--- config.mk ---
export PLATFORM = sky130hd
export DESIGN_NAME = greedy_line_breaker
export DESIGN_NICKNAME = d
export VERILOG_FILES = /design/src/hdl/glb_pkg.sv /design/src/hdl/glb_advance.sv /design/src/hdl/greedy_line_breaker.sv
export SDC_FILE = /design/constraint.sdc
export NUM_CORES = 1
export LEC_CHECK = 0
export BUFFER_PORTS_ARGS = -buffer_cell sky130_fd_sc_hd__buf_2
export CORE_ASPECT_RATIO = 0.7
export CORE_MARGIN = 1.5
export CORE_UTILIZATION = 45
export DETAILED_ROUTE_END_ITERATION = 10
export GPL_ROUTABILITY_DRIVEN = 0
export PLACE_DENSITY_LB_ADDON = 0.1
export SETUP_SLACK_MARGIN = 0.05
export SLEW_MARGIN = 15
export SYNTH_ARGS = -nofsm -noshare
export SYNTH_HDL_FRONTEND = slang
export SYNTH_SLANG_ARGS = --single-unit
--- constraint.sdc ---
create_clock -name clk -period 7.48 [get_ports clk]
set_clock_uncertainty 0.05 [all_clocks]
set_input_delay 1.122 -clock clk [delete_from_list [all_inputs] [get_ports clk]]
set_output_delay 1.122 -clock clk [all_outputs]
set_load 0.01 [all_outputs]
--- src/hdl/glb_pkg.sv ---
`timescale 1ns / 1ps
// ----------------------------------------------------------------------------
// glb_pkg: shared types and constants for the greedy line breaker
// Width of the 1/64 px width and advance fields, the Q4.12 rounding constants,
// the code points that the breaker treats as special, and the config register
// indexes.
// ----------------------------------------------------------------------------
package glb_pkg;

  localparam int unsigned WID_W   = 24;  // line width, 1/64 px
  localparam int unsigned GADV_W  = 16;  // unscaled glyph advance
  localparam int unsigned SCALE_W = 16;  // Q4.12 advance scale
  localparam int unsigned FRAC_W  = 12;  // fraction bits of the scale
  localparam int unsigned CP_W    = 21;  // code point
  localparam int unsigned LEN_W   = 3;   // UTF-8 byte count
  localparam int unsigned MODE_W  = 2;
  localparam int unsigned CFG_IDX_W = 2;
  localparam int unsigned CFG_DAT_W = 24;

  localparam logic [WID_W-1:0]   WID_MAX     = {WID_W{1'b1}};
  localparam logic [SCALE_W-1:0] SCALE_RESET = 16'd4096;

  localparam logic [CP_W-1:0] CP_NEWLINE = 21'd10;
  localparam logic [CP_W-1:0] CP_SPACE   = 21'd32;
  localparam logic [CP_W-1:0] CP_TAB     = 21'd9;

  localparam logic CMD_CHAR = 1'b0;
  localparam logic CMD_EOT  = 1'b1;

  typedef enum logic [MODE_W-1:0] {
    MODE_NONE  = 2'd0,
    MODE_CHAR  = 2'd1,
    MODE_SPACE = 2'd2,
    MODE_ALT   = 2'd3   // unused code, acts as MODE_CHAR
  } glb_mode_t;

  typedef enum logic [CFG_IDX_W-1:0] {
    CFG_WRAP_MODE  = 2'd0,
    CFG_WRAP_WIDTH = 2'd1,
    CFG_ADV_SCALE  = 2'd2,
    CFG_UNUSED     = 2'd3
  } glb_cfg_idx_t;

  // One input beat after decode, held in the input register.
  typedef struct packed {
    logic             eot;       // end of text
    logic             newline;
    logic             brk_char;  // space or tab
    logic [LEN_W-1:0] len;
    logic [WID_W-1:0] adv;       // scaled advance
  } glb_item_t;

endpackage

--- src/hdl/glb_advance.sv ---
`timescale 1ns / 1ps
// ----------------------------------------------------------------------------
// glb_advance: glyph advance scaling
// Scales the raw advance by the Q4.12 factor with round half up; a missing
// glyph gives zero.
// ----------------------------------------------------------------------------
module glb_advance (
  input  logic                        glyph_present,
  input  logic [glb_pkg::GADV_W-1:0]  glyph_advance,
  input  logic [glb_pkg::SCALE_W-1:0] advance_scale,
  output logic [glb_pkg::WID_W-1:0]   adv
);

  localparam int unsigned PROD_W = glb_pkg::GADV_W + glb_pkg::SCALE_W;

  logic [PROD_W-1:0] prod;
  logic [PROD_W:0]   rounded;

  assign prod    = glyph_advance * advance_scale;
  assign rounded = {1'b0, prod} + (PROD_W+1)'(1 << (glb_pkg::FRAC_W - 1));

  // product >> 12 is at most 21 bits, always fits the width field
  assign adv = glyph_present
             ? glb_pkg::WID_W'(rounded[PROD_W:glb_pkg::FRAC_W])
             : '0;

endmodule

--- src/hdl/greedy_line_breaker.sv ---
`timescale 1ns / 1ps
// ----------------------------------------------------------------------------
// greedy_line_breaker: greedy word-wrap line breaker
// Walks a stream of decoded code points, tracks byte offsets and line width,
// and emits one line record per newline, overflow or end of text.
// ----------------------------------------------------------------------------
//
//  channel | ports                                   | flow
//  --------+-----------------------------------------+---------------------
//  in      | in_valid/in_stall, cmd, code_point, ... | one code point/beat
//  out     | out_valid/out_stall, line_* fields      | zero or one per beat
//  cfg     | cfg_we, cfg_index, cfg_data             | write only, no wait
//
//  Throughput: one beat per cycle while out is not stalled with a record
//  waiting. A line record passes through the input register, then the state
//  update and output register, before it shows on out.
//  The rate is set by the line state update loop.
//  The advance multiply sits ahead of the input register, off that loop.
//  Reset (rst_n low, synchronous) clears the line state and sets the config
//  to no wrap, width 0, scale 1.0.
//  While out is stalled with a record waiting, beats that emit nothing keep
//  flowing; a beat that emits waits in the input register.
// ----------------------------------------------------------------------------
module greedy_line_breaker #(
  parameter int unsigned MAX_TEXT_BYTES = 65535
) (
  input  logic                          clk,
  input  logic                          rst_n,

  input  logic                          in_valid,
  output logic                          in_stall,
  input  logic                          in_cmd,
  input  logic [glb_pkg::CP_W-1:0]      in_code_point,
  input  logic [glb_pkg::LEN_W-1:0]     in_byte_length,
  input  logic                          in_glyph_present,
  input  logic [glb_pkg::GADV_W-1:0]    in_glyph_advance,

  output logic                          out_valid,
  input  logic                          out_stall,
  output logic [15:0]                   out_line_begin,
  output logic [15:0]                   out_line_finish,
  output logic [glb_pkg::WID_W-1:0]     out_line_width,
  output logic                          out_final_line,

  input  logic                          cfg_we,
  input  logic [glb_pkg::CFG_IDX_W-1:0] cfg_index,
  input  logic [glb_pkg::CFG_DAT_W-1:0] cfg_data
);

  // Offset registers cover 0..MAX_TEXT_BYTES; output fields are the low 16.
  localparam int unsigned OFS_W = $clog2(MAX_TEXT_BYTES + 1);
  localparam int unsigned EXT_W = (OFS_W > 16) ? OFS_W : 16;
  localparam logic [OFS_W:0] OFS_MAX = (OFS_W+1)'(MAX_TEXT_BYTES);
  localparam int unsigned WID_W = glb_pkg::WID_W;

  // --------------------------------------------------------------------------
  // Config registers
  // --------------------------------------------------------------------------
  glb_pkg::glb_mode_t              wrap_mode_r;
  logic [WID_W-1:0]                wrap_width_r;
  logic [glb_pkg::SCALE_W-1:0]     adv_scale_r;

  always_ff @(posedge clk) begin
    if (!rst_n) begin
      wrap_mode_r  <= glb_pkg::MODE_NONE;
      wrap_width_r <= '0;
      adv_scale_r  <= glb_pkg::SCALE_RESET;
    end else if (cfg_we) begin
      unique case (glb_pkg::glb_cfg_idx_t'(cfg_index))
        glb_pkg::CFG_WRAP_MODE: begin
          wrap_mode_r <= glb_pkg::glb_mode_t'(cfg_data[glb_pkg::MODE_W-1:0]);
        end
        glb_pkg::CFG_WRAP_WIDTH: begin
          wrap_width_r <= cfg_data[WID_W-1:0];
        end
        glb_pkg::CFG_ADV_SCALE: begin
          adv_scale_r <= cfg_data[glb_pkg::SCALE_W-1:0];
        end
        default: begin
        end
      endcase
    end
  end

  // --------------------------------------------------------------------------
  // Input stage: classify the code point and scale the advance
  // --------------------------------------------------------------------------
  logic              in_take;
  logic [WID_W-1:0]  in_adv;
  glb_pkg::glb_item_t in_item;

  logic              s1_valid_r;
  glb_pkg::glb_item_t s1_r;
  logic              s2_go;

  glb_advance u_adv (
    .glyph_present (in_glyph_present),
    .glyph_advance (in_glyph_advance),
    .advance_scale (adv_scale_r),
    .adv           (in_adv)
  );

  assign in_item.eot      = (in_cmd == glb_pkg::CMD_EOT);
  assign in_item.newline  = (in_code_point == glb_pkg::CP_NEWLINE);
  assign in_item.brk_char = (in_code_point == glb_pkg::CP_SPACE) ||
                            (in_code_point == glb_pkg::CP_TAB);
  assign in_item.len      = in_byte_length;
  assign in_item.adv      = in_adv;

  assign in_stall = s1_valid_r && !s2_go;
  assign in_take  = in_valid && !in_stall;

  always_ff @(posedge clk) begin
    if (!rst_n) begin
      s1_valid_r <= 1'b0;
    end else if (in_take) begin
      s1_valid_r <= 1'b1;
    end else if (s2_go) begin
      s1_valid_r <= 1'b0;
    end
  end

  always_ff @(posedge clk) begin
    if (in_take) begin
      s1_r <= in_item;
    end
  end

  // --------------------------------------------------------------------------
  // Line state
  // --------------------------------------------------------------------------
  logic [OFS_W-1:0] bpos_r,  bpos_nxt;    // byte offset of next char
  logic [OFS_W-1:0] sol_r,   sol_nxt;     // start of current line
  logic [WID_W-1:0] run_r,   run_nxt;     // running width
  logic             brk_vld_r, brk_vld_nxt;
  logic [OFS_W-1:0] brk_pos_r, brk_pos_nxt;
  logic [WID_W-1:0] wbb_r,   wbb_nxt;     // width before break

  logic [OFS_W:0]   bpos_sum, brk_sum;
  logic [OFS_W-1:0] bpos_adv, brk_next;
  logic [WID_W:0]   run_sum, base_sum;
  logic [WID_W-1:0] run_base;
  logic             ovf, use_space;

  logic             emit;
  logic [OFS_W-1:0] rec_begin, rec_finish;
  logic [WID_W-1:0] rec_width;
  logic             rec_final;

  // offset after this char, saturated
  assign bpos_sum = {1'b0, bpos_r} + (OFS_W+1)'(s1_r.len);
  assign bpos_adv = (bpos_sum > OFS_MAX) ? OFS_MAX[OFS_W-1:0] : bpos_sum[OFS_W-1:0];

  // one past the remembered space, saturated
  assign brk_sum  = {1'b0, brk_pos_r} + (OFS_W+1)'(1);
  assign brk_next = (brk_sum > OFS_MAX) ? OFS_MAX[OFS_W-1:0] : brk_sum[OFS_W-1:0];

  // overflow test uses the unsaturated sum
  assign run_sum = {1'b0, run_r} + {1'b0, s1_r.adv};
  assign ovf = (wrap_mode_r != glb_pkg::MODE_NONE) && (wrap_width_r != '0) &&
               (run_sum > {1'b0, wrap_width_r}) && (run_r != '0);
  assign use_space = (wrap_mode_r == glb_pkg::MODE_SPACE) && brk_vld_r &&
                     (brk_pos_r > sol_r);

  always_comb begin
    bpos_nxt    = bpos_r;
    sol_nxt     = sol_r;
    run_base    = run_r;
    brk_vld_nxt = brk_vld_r;
    brk_pos_nxt = brk_pos_r;
    wbb_nxt     = wbb_r;
    emit        = 1'b0;
    rec_begin   = sol_r;
    rec_finish  = bpos_r;
    rec_width   = run_r;
    rec_final   = 1'b0;
    if (s1_r.eot) begin
      emit        = 1'b1;
      rec_final   = 1'b1;
      bpos_nxt    = '0;
      sol_nxt     = '0;
      run_base    = '0;
      brk_vld_nxt = 1'b0;
      brk_pos_nxt = '0;
      wbb_nxt     = '0;
    end else if (s1_r.newline) begin
      emit        = 1'b1;
      bpos_nxt    = bpos_adv;
      sol_nxt     = bpos_adv;
      run_base    = '0;
      brk_vld_nxt = 1'b0;
    end else begin
      bpos_nxt = bpos_adv;
      if (ovf) begin
        emit        = 1'b1;
        brk_vld_nxt = 1'b0;
        if (use_space) begin
          rec_finish = brk_pos_r;
          rec_width  = wbb_r;
          sol_nxt    = brk_next;
          run_base   = (run_r >= wbb_r) ? (run_r - wbb_r) : '0;
        end else begin
          sol_nxt  = bpos_r;
          run_base = '0;
        end
      end
      if ((wrap_mode_r == glb_pkg::MODE_SPACE) && s1_r.brk_char) begin
        brk_vld_nxt = 1'b1;
        brk_pos_nxt = bpos_r;
        wbb_nxt     = run_base;
      end
    end
  end

  // newline and end of text add nothing: base is zero and the advance is
  // only added on a plain char
  assign base_sum = {1'b0, run_base} +
                    ((s1_r.eot || s1_r.newline) ? '0 : {1'b0, s1_r.adv});
  assign run_nxt  = base_sum[WID_W] ? glb_pkg::WID_MAX : base_sum[WID_W-1:0];

  // --------------------------------------------------------------------------
  // Output register; a record only waits on a full, stalled slot
  // --------------------------------------------------------------------------
  logic              out_valid_r;
  logic              out_free;
  logic [EXT_W-1:0]  begin_ext, finish_ext;
  logic [15:0]       out_begin_r, out_finish_r;
  logic [WID_W-1:0]  out_width_r;
  logic              out_final_r;

  assign out_free = !out_valid_r || !out_stall;
  assign s2_go    = s1_valid_r && (!emit || out_free);

  always_ff @(posedge clk) begin
    if (!rst_n) begin
      bpos_r    <= '0;
      sol_r     <= '0;
      run_r     <= '0;
      brk_vld_r <= 1'b0;
      brk_pos_r <= '0;
      wbb_r     <= '0;
    end else if (s2_go) begin
      bpos_r    <= bpos_nxt;
      sol_r     <= sol_nxt;
      run_r     <= run_nxt;
      brk_vld_r <= brk_vld_nxt;
      brk_pos_r <= brk_pos_nxt;
      wbb_r     <= wbb_nxt;
    end
  end

  always_ff @(posedge clk) begin
    if (!rst_n) begin
      out_valid_r <= 1'b0;
    end else if (s2_go && emit) begin
      out_valid_r <= 1'b1;
    end else if (!out_stall) begin
      out_valid_r <= 1'b0;
    end
  end

  assign begin_ext  = EXT_W'(rec_begin);
  assign finish_ext = EXT_W'(rec_finish);

  always_ff @(posedge clk) begin
    if (s2_go && emit) begin
      out_begin_r  <= begin_ext[15:0];
      out_finish_r <= finish_ext[15:0];
      out_width_r  <= rec_width;
      out_final_r  <= rec_final;
    end
  end

  assign out_valid       = out_valid_r;
  assign out_line_begin  = out_begin_r;
  assign out_line_finish = out_finish_r;
  assign out_line_width  = out_width_r;
  assign out_final_line  = out_final_r;

`ifndef SYNTHESIS
  // a held record is never overwritten by a new one
  a_no_overwrite: assert property (@(posedge clk) disable iff (!rst_n)
    (s1_valid_r && emit && out_valid_r && out_stall) |-> !s2_go)
    else $error("record issued into a full stalled output slot");

  // end of text returns the offsets to zero
  a_eot_clears: assert property (@(posedge clk) disable iff (!rst_n)
    (s2_go && s1_r.eot) |=> (bpos_r == '0 && sol_r == '0 && run_r == '0))
    else $error("line state not cleared after end of text");

  // a newline drops the break point and restarts the width
  a_nl_restart: assert property (@(posedge clk) disable iff (!rst_n)
    (s2_go && !s1_r.eot && s1_r.newline) |=> (!brk_vld_r && run_r == '0))
    else $error("newline did not restart the line");

  // the input only stalls with a beat held that cannot move on
  a_stall_cause: assert property (@(posedge clk) disable iff (!rst_n)
    in_stall |-> (s1_valid_r && emit && out_valid_r && out_stall))
    else $error("input stalled without a blocked record");
`endif

endmodule

==> results.json, run 1 <==
{
  "run_status": "completed",
  "area_growth_pct": 12.8,
  "setup_viol": 0,
  "yosysTopAreaCellShare_pct": 17.4,
  "tightest_slew_ns": 1.15,
  "grt_pass1_vias": 19200,
  "syn_area_per_cell_um2": 8.79,
  "timing.fmax_mhz": 141,
  "leakage_nw": 11.4,
  "cp_data_arrival_time_ns": 7.50,
  "max_stage_delay_ns": 0.51,
  "drv_cap": 0,
  "slew_headroom_pct": 23.0,
  "dpl.hpwl_mm": 50.6,
  "rows": 68,
  "switching_share_pct": 35.1,
  "synth.distinct_cells": 101,
  "clock_path_buffers": 3,
  "finalMaxSlewViolations": 0,
  "min_period_ns": 7.10,
  "synth-seq-cells": 225,
  "crit_slowest_cell": "or4b_1",
  "pwr-share-comb_pct": 33.6,
  "yosys-top-cells-count": "341 x nand2_1, 320 x inv_1, 226 x ha_1",
  "ys.flop_type": "dfxtp_1",
  "async_flop_share_pct": 0,
  "route.detailed.drc": 0,
  "ant_nets": 0,
  "final-seq-area_mm2": 0.00535,
  "layout.nets": 3258,
  "dr.pass1.iters": 8,
  "worstSetupStartpointType": "flop",
  "drive_gt1_share_pct": 14.0,
  "p_clk_share_pct": 31.7,
  "drt_iter0_drc": 1544,
  "synthTopCellsByArea": "fa_1 17%, ha_1 12%, dfxtp_1 12%",
  "synth-edff-count": 84,
  "clkTransAtPathRegs_ns": 0.06,
  "cp_max_fo": 6,
  "fin_area_mm2": 0.0258,
  "port_buffers": 131,
  "synth_area_leader_cell": "fa_1",
  "core_area_mm2": 0.0497,
  "num_io_pins": 132,
  "critPathKind": "flop to flop",
  "grt_overflow_total": 0,
  "via_count": 19200,
  "avgRoutedWirePerCell_um": 18.9,
  "hp-class": "flop to flop",
  "grt_max_degree": 83,
  "clock-sinks": 225,
  "viasPerCell": 5.57,
  "whs_ns": 0.411,
  "placed_cell_area_mm2": 0.0247,
  "antenna_found_initial": 2,
  "clock_latency_ns": 0.57,
  "power_switching_mw": 1.40,
  "p_per_area_mw_per_mm2": 155,
  "hold_viol": 0,
  "die-area_mm2": 0.0522,
  "worstHoldPathCells": 0,
  "pwr-share-seq_pct": 34.7,
  "cts-root-buf": "clkbuf_16",
  "ir_drop_mv": 0.195,
  "p_total_mw": 4.00,
  "multi_input_area_mm2": 0.0158,
  "intPower_mw": 2.60,
  "cp_data_required_time_ns": 7.87,
  "reg2reg_depth": 37,
  "num-fill-cells": 4801,
  "track_usage_pct": 25.4,
  "syn_area_mm2": 0.0229,
  "initial_core_util_pct": 46.0,
  "die_w_um": 272,
  "grt_pass1_wl_mm": 105,
  "syn_nets": 3100,
  "cts_buffers": 26,
  "ys_seq_area_share_pct": 23.4,
  "period_share_pct": 94.9,
  "htree_levels": 1,
  "drt-total-wl_mm": 65.1,
  "crit_path_end_kind": "flop",
  "yosysWarnings": 0,
  "cts_tree": "done",
  "die_h_um": 192,
  "place_ws_ns": -0.275,
  "yosysMostFrequentCell": "nand2_1",
  "post-route-util_pct": 51.9,
  "synthCells": 2602,
  "worst_slack_ns": 0.378
}
[flip-flops by register name, indices dropped and copies added, names as in the netlist, 2 cells and up]
register	flops
out_line_finish	16
brk_pos_r	16
wrap_mode_r	2
wrap_width_r	24
out_line_begin	16
out_line_width	24
s1_r	27
wbb_r	24
run_r	24
begin_ext	16
adv_scale_r	16
bpos_r	16
[path summary, 6_finish.rpt]
kind	to	slack (ns)	startpoint
worst max-delay path	run_r[23]$_SDFFE_PN0P_	0.38	s1_r[0]$_SDFFCE_PN0P_
worst max register to register	run_r[23]$_SDFFE_PN0P_	0.38	s1_r[0]$_SDFFCE_PN0P_
worst min register to register	out_line_begin[2]$_DFFE_PP_	0.41	begin_ext[2]$_SDFFE_PN0P_
worst min-delay path	out_line_begin[2]$_DFFE_PP_	0.41	begin_ext[2]$_SDFFE_PN0P_
[cells in the final DEF, fill, tap and decap left out, types with 10 or more instances in the layout]
| master | count |
|---|---|
| mux2_2 | 17 |
| and3_1 | 17 |
| nand3_1 | 33 |
| a21oi_1 | 196 |
| and2_1 | 144 |
| nor2b_1 | 13 |
| ha_1 | 225 |
| edfxtp_1 | 84 |
| buf_2 | 131 |
| nand2_1 | 341 |
| a211oi_1 | 22 |
| mux2_1 | 21 |
| buf_4 | 122 |
| a31oi_1 | 10 |
| nand4_1 | 23 |
| o211ai_1 | 14 |
| o21bai_1 | 16 |
| nor2_1 | 130 |
| o221a_1 | 22 |
| nand3b_1 | 14 |
| nor4_1 | 20 |
| or3_1 | 14 |
| o21ai_0 | 56 |
| a22oi_1 | 19 |
| inv_1 | 320 |
| dfxtp_1 | 141 |
| fa_1 | 198 |
| o21a_1 | 18 |
| mux2i_1 | 10 |
| xnor2_1 | 53 |
| nand2b_1 | 30 |
| xor2_1 | 30 |
| o21ai_1 | 13 |
| nor3_1 | 31 |
| a21o_1 | 35 |
| clkbuf_16 | 28 |
[timing repair]
action / in CTS / in global routing
setup buffers: 2 / 8
gates cloned: 1 / 2
setup endpoints to repair: 24 / 24
pin swaps: 4 / 18
hold buffers: 0 / 0
gates resized for setup: 7 / 23
[kinds of logic after synthesis]
kind of cell,count (synthesis),synth area share (%)
xor+xnor,83,3.18
buf+inv,453,7.96
flops,225,23.4
simple gates,851,18.2
mux,48,2.31
fa+ha+maj,425,29.8
compound gates,517,15.2
[power by group through the flow]
stage / Sequential (mW) / Clock [mW] / Combinational, mW
after global placement: 1.41 / 0 / 1.30
after CTS: 1.39 / 1.30 / 1.32
final: 1.39 / 1.27 / 1.34
after global routing: 1.39 / 1.35 / 1.52
after detailed placement: 1.41 / 0 / 1.31
after floorplan: 1.40 / 0 / 0.906
[layer usage]
| metal | wire length (µm) | GRT usage [%] | vias up |
|---|---|---|---|
| li1 | - | - | 9105 |
| met5 | 0 | 0 | - |
| met2 | 27600 | 38.4 | 586 |
| met4 | 941 | 4.21 | 0 |
| met3 | 4360 | 3.68 | 53 |
| met1 | 32200 | 38.6 | 9458 |
[worst max-delay path, delay by kind of cell (launching register included)]
| family | cells | cell delay [ns] |
|---|---|---|
| AO/OA/AOI/OAI | 22 | 3.66 |
| adder cells (fa/ha/maj) | 4 | 1.11 |
| AND/OR/NAND/NOR | 5 | 1.01 |
| buffers and inverters | 4 | 0.48 |
| flip-flops | 1 | 0.35 |
| XOR/XNOR | 1 | 0.18 |
| multiplexers | 1 | 0.14 |
[metrics by stage]
step,TNS [ns],std cells
2_1_floorplan,0,2602
3_3_place_gp,-0.372,3384
3_5_place_dp,-6.30,3384
4_1_cts,0,3435
5_1_grt,-0.0234,3445
6_report,0,3446
[layout make-up]
type                    instances  share of cell area, %
multi-input cells            1925                   61.4
flip-flops and latches        225                   20.7
repair buffers                261                   6.75
inverters                     321                   4.68
well taps                     665                   3.23
clock buffers                  34                   2.68
clock inverters                14                  0.534
diodes                          1                0.00970
(Power assumes the default switching activity.)
==> run 2, diff against run 1 <==
--- a/config.mk
+++ b/config.mk
@@ -11,6 +11,7 @@
 export CORE_UTILIZATION = 45
 export DETAILED_ROUTE_END_ITERATION = 10
 export GPL_ROUTABILITY_DRIVEN = 0
+export MAX_ROUTING_LAYER = met4
 export PLACE_DENSITY_LB_ADDON = 0.1
 export SETUP_SLACK_MARGIN = 0.05
 export SLEW_MARGIN = 15
==> results.json, run 2 (synthesized netlist as in run 1, its figures left out) <==
{
  "final.setup.tns_ns": 0,
  "tightest_slew_ns": 1.16,
  "port_buffers": 131,
  "drv_cap": 0,
  "die_h_um": 192,
  "whs_ns": 0.410,
  "crit_path_end_kind": "flop",
  "clock_latency_ns": 0.57,
  "worstSetupStartpointType": "flop",
  "cp_top_family": "compound AO/OA/AOI/OAI gates",
  "layout.nets": 3258,
  "num-fill-cells": 4802,
  "p_total_mw": 4.00,
  "clock_path_buffers": 3,
  "finalMaxSlewViolations": 0,
  "drt-total-wl_mm": 65.1,
  "avgRoutedWirePerCell_um": 18.9,
  "viasPerCell": 5.56,
  "pwr-share-comb_pct": 33.6,
  "switching_share_pct": 35.1,
  "layout_commonest_cell": "nand2_1",
  "grt_pass1_wl_mm": 105,
  "dpl.hpwl_mm": 50.6,
  "run_status": "completed",
  "intPower_mw": 2.60,
  "path_buf_inv": 4,
  "core_area_mm2": 0.0497,
  "cp_max_fo": 6,
  "cp_data_required_time_ns": 7.88,
  "final_cell_mix": "341 x nand2_1, 320 x inv_1, 225 x ha_1",
  "period_share_pct": 94.8,
  "cp_data_arrival_time_ns": 7.48,
  "pwr-share-seq_pct": 34.7,
  "p_per_area_mw_per_mm2": 155,
  "top_register": "s1_r",
  "crit_slowest_cell": "or4b_1",
  "dr.pass1.iters": 7,
  "cts-root-buf": "clkbuf_16",
  "clock-sinks": 225,
  "timing.fmax_mhz": 141,
  "route.detailed.drc": 0,
  "grt_overflow_total": 0,
  "final_cells": 3445,
  "ir_drop_mv": 0.196,
  "ant_nets": 0,
  "min_period_ns": 7.09,
  "area_growth_pct": 12.8,
  "drive_gt1_share_pct": 14.0,
  "antennaDiodeCount": 0,
  "max_stage_delay_ns": 0.51,
  "cts_tree": "done",
  "clkTransAtPathRegs_ns": 0.07,
  "rows": 68,
  "track_usage_pct": 26.1,
  "setup_viol": 0,
  "grt_max_degree": 83,
  "die-area_mm2": 0.0522,
  "htree_levels": 1,
  "dp.cells": 3384,
  "hp-class": "flop to flop",
  "die_w_um": 272,
  "largest_reg_flops": 27,
  "p_clk_share_pct": 31.6,
  "via_count": 19200,
  "cts_buffers": 26,
  "power_switching_mw": 1.40,
  "num_io_pins": 132,
  "grt_pass1_vias": 19200,
  "drt_iter0_drc": 1490,
  "antenna_found_initial": 2,
  "hold_viol": 0,
  "leakage_nw": 11.4,
  "critPathKind": "flop to flop",
  "initial_core_util_pct": 46.0,
  "slew_headroom_pct": 22.4
}
-- run 2: worst paths after layout --
path                          startpoint                           to  slack [ns]  cells past startpoint
max                s1_r[0]$_SDFFCE_PN0P_       run_r[23]$_SDFFE_PN0P_        0.39                     37
min          adv_scale_r[2]$_SDFFE_PN0P_  adv_scale_r[2]$_SDFFE_PN0P_        0.41                      2
max reg2reg        s1_r[0]$_SDFFCE_PN0P_       run_r[23]$_SDFFE_PN0P_        0.39                     37
min reg2reg  adv_scale_r[2]$_SDFFE_PN0P_  adv_scale_r[2]$_SDFFE_PN0P_        0.41                      2
-- run 2: power groups by stage --
stage	registers [mW]	clock network, mW	logic [mW]
3_5_place_dp	1.41	0	1.31
4_1_cts	1.39	1.30	1.32
5_1_grt	1.39	1.35	1.52
6_report	1.39	1.26	1.34
2_1_floorplan	1.40	0	0.906
3_3_place_gp	1.41	0	1.30
-- run 2: final cells by class --
cell class	count	area [µm²]	area share [%]
clock buffer	34	691	2.68
multi-input combinational	1925	15800	61.4
clock inverter	14	138	0.534
timing repair buffer	261	1740	6.75
tap	665	832	3.23
inverter	321	1210	4.68
sequential	225	5350	20.7
-- run 2: repair_timing --
item | 4_1_cts | 5_1_grt
pin swaps | 4 | 18
setup endpoints to repair | 24 | 24
resized for setup | 7 | 23
hold buffers | 0 | 0
gates cloned | 1 | 2
endpoints found under the hold margin | 0 | 0
setup buffers | 2 | 8
-- run 2: metal layers --
metal	share of wire, %	vias to the layer above	global-route usage, %
li1	-	9095	-
met1	50	9441	38.7
met2	42	574	38.3
met3	6.4	61	3.43
met4	1.6	0	4.40
met5	0	-	-
-- run 2: worst reg2reg max path: cells and delay by family, from the launching register on --
kind	cells	cell delay (ns)
AOI/OAI and AO/OA	22	3.65
adders and majority gates	4	1.11
and+or+nand+nor	5	1.01
buffers and inverters	4	0.48
DFF	1	0.35
xor gates and xnor gates	1	0.18
muxes	1	0.14
-- run 2: metrics by stage --
step | cell area (µm²) | utilization (%) | worst slack (ns)
floorplan | 22900 | - | 0.0847
global placement | 24700 | 49.7 | -0.0224
detailed placement | 24700 | 49.7 | -0.275
CTS | 25600 | 51.5 | 0.0508
global route | 25800 | 51.9 | -0.0234
finish | 25800 | 51.9 | 0.391
==> run 3, diff against run 2 <==
==> constraint.sdc (replaced) <==
create_clock -name clk -period 6.1 [get_ports clk]
set_clock_uncertainty 0.05 [all_clocks]
set_input_delay 0.915 -clock clk [delete_from_list [all_inputs] [get_ports clk]]
set_output_delay 0.915 -clock clk [all_outputs]
set_load 0.01 [all_outputs]
==> results.json, run 3 (synthesized netlist as in run 1, its figures left out) <==
{
  "rsz0062_at_grt": "yes",
  "ir_drop_mv": 0.202,
  "critPathKind": "flop to flop",
  "final_cells": 3665,
  "grt_max_degree": 76,
  "place_ws_ns": -1.25,
  "grt_pass1_vias": 20600,
  "route.detailed.drc": 0,
  "grt-busiest-layer": "met2",
  "timing.fmax_mhz": 141,
  "antenna_found_initial": 2,
  "ant_nets": 0,
  "met1_usage_pct": 39.7,
  "num-fill-cells": 4555,
  "worst_path_most_repeated_cell": "buf_4",
  "post-route-util_pct": 57.4,
  "top_register": "s1_r",
  "avgRoutedWirePerCell_um": 18.7,
  "hold_viol": 0,
  "drv_cap": 0,
  "slew_headroom_pct": 27.7,
  "viasPerCell": 5.50,
  "area_growth_pct": 24.9,
  "via_count": 20200,
  "finalMaxSlewViolations": 0,
  "layout_commonest_cell": "nand2_1",
  "dp.cells": 3566,
  "die_h_um": 192,
  "die-area_mm2": 0.0522,
  "drt_iter0_drc": 1451,
  "whs_ns": 0.408,
  "clkTransAtPathRegs_ns": 0.07,
  "p_per_area_mw_per_mm2": 195,
  "cp_data_arrival_time_ns": 7.54,
  "htree_levels": 1,
  "die_w_um": 272,
  "use_met3_pct": 2.76,
  "grt_pass1_wl_mm": 111,
  "min_period_ns": 7.08,
  "period_share_pct": 116,
  "cts_tree": "done",
  "run_status": "finished with violations",
  "num_io_pins": 132,
  "worstSetupStartpointType": "flop",
  "crit_slowest_cell": "edfxtp_1",
  "cp_max_fo": 6,
  "clock-sinks": 225,
  "core_area_mm2": 0.0497,
  "max_stage_delay_ns": 0.49,
  "tightest_slew_ns": 1.08,
  "drive_gt1_share_pct": 24.1,
  "setup_viol": 30,
  "crit_path_end_kind": "flop",
  "cp_data_required_time_ns": 6.56,
  "final_cell_mix": "338 x nand2_1, 309 x inv_1, 305 x buf_4",
  "cts-root-buf": "clkbuf_16",
  "violations": "negative setup slack",
  "initial_core_util_pct": 46.0,
  "hp-class": "flop to flop",
  "clock_latency_ns": 0.57,
  "leakage_nw": 12.7,
  "hold_buffers": 0,
  "layout.nets": 3477,
  "rows": 68,
  "dpl.hpwl_mm": 53.0,
  "largest_reg_flops": 27,
  "clock_path_buffers": 3,
  "cts_buffers": 26,
  "dr.pass1.iters": 5,
  "port_buffers": 131,
  "worst_slack_ns": -0.981,
  "grt_overflow_total": 0,
  "grt_use_met2_pct": 41.7,
  "drt-total-wl_mm": 68.5,
  "track_usage_pct": 27.4
}
[run 3: cell count changes in the layout (fill, tap and decap cells not counted), sizes merged, moves of 2 or more]
cell,before,now
bufinv,1,6
clkinvlp,4,2
clkinv,8,11
clkbuf,36,29
buf,259,480
[run 3: through the flow]
step                      power, mW  area (µm²)  TNS (ns)
after global placement         3.55       26400    -34.98
after detailed placement       3.58       26400    -41.60
after floorplan                2.86       23100     -8.81
after CTS                      5.48       28100    -19.92
final                          5.56       28500    -23.01
after global routing           5.88       28500    -33.25
[run 3: layer usage]
layer	wire, µm	part of all wire (%)
met1	33300	49
met2	30100	44
met3	3890	5.7
met4	1160	1.7
met5	0	0
[run 3: what timing repair did]
item                                   CTS  global route
setup endpoints to repair               39            41
setup buffers                           35            15
pin swaps                               61            44
resized for setup                      105            76
endpoints found under the hold margin    0             0
gates cloned                             3             1
[run 3: final cells by class]
| cell class | count | area [µm²] | share of cell area [%] |
|---|---|---|---|
| multi-input combinational | 1924 | 16400 | 57.6 |
| clock inverter | 20 | 300 | 1.05 |
| inverter | 321 | 1210 | 4.23 |
| clock buffer | 28 | 668 | 2.34 |
| tap | 665 | 832 | 2.91 |
| antenna | 1 | 2.50 | 0.00877 |
| sequential | 225 | 5370 | 18.8 |
| timing repair buffer | 481 | 3720 | 13.0 |
[run 3: where the power goes]
group	internal [mW]	switching [mW]
clock	1.06	0.723
combinational	0.979	1.10
sequential	1.64	0.0584
[run 3: path summary, 6_finish.rpt]
path | slack [ns] | startpoint | to | depth (start not counted)
setup / recovery | -0.98 | s1_r[10]$_SDFFCE_PN0P_ | run_r[12]$_SDFFE_PN0P_ | 39
hold / removal | 0.41 | begin_ext[7]$_SDFFE_PN0P_ | out_line_begin[7]$_DFFE_PP_ | 0
setup reg to reg | -0.98 | s1_r[10]$_SDFFCE_PN0P_ | run_r[12]$_SDFFE_PN0P_ | 39
hold reg to reg | 0.41 | begin_ext[7]$_SDFFE_PN0P_ | out_line_begin[7]$_DFFE_PP_ | 0
[run 3: worst max-delay path, delay by kind of cell (launching register included)]
family / cells / cell delay [ns]
buffers and inverters: 12 / 1.61
AOI/OAI and AO/OA: 17 / 2.92
and+or+nand+nor: 7 / 0.93
adders and majority gates: 3 / 1.02
DFF: 1 / 0.49
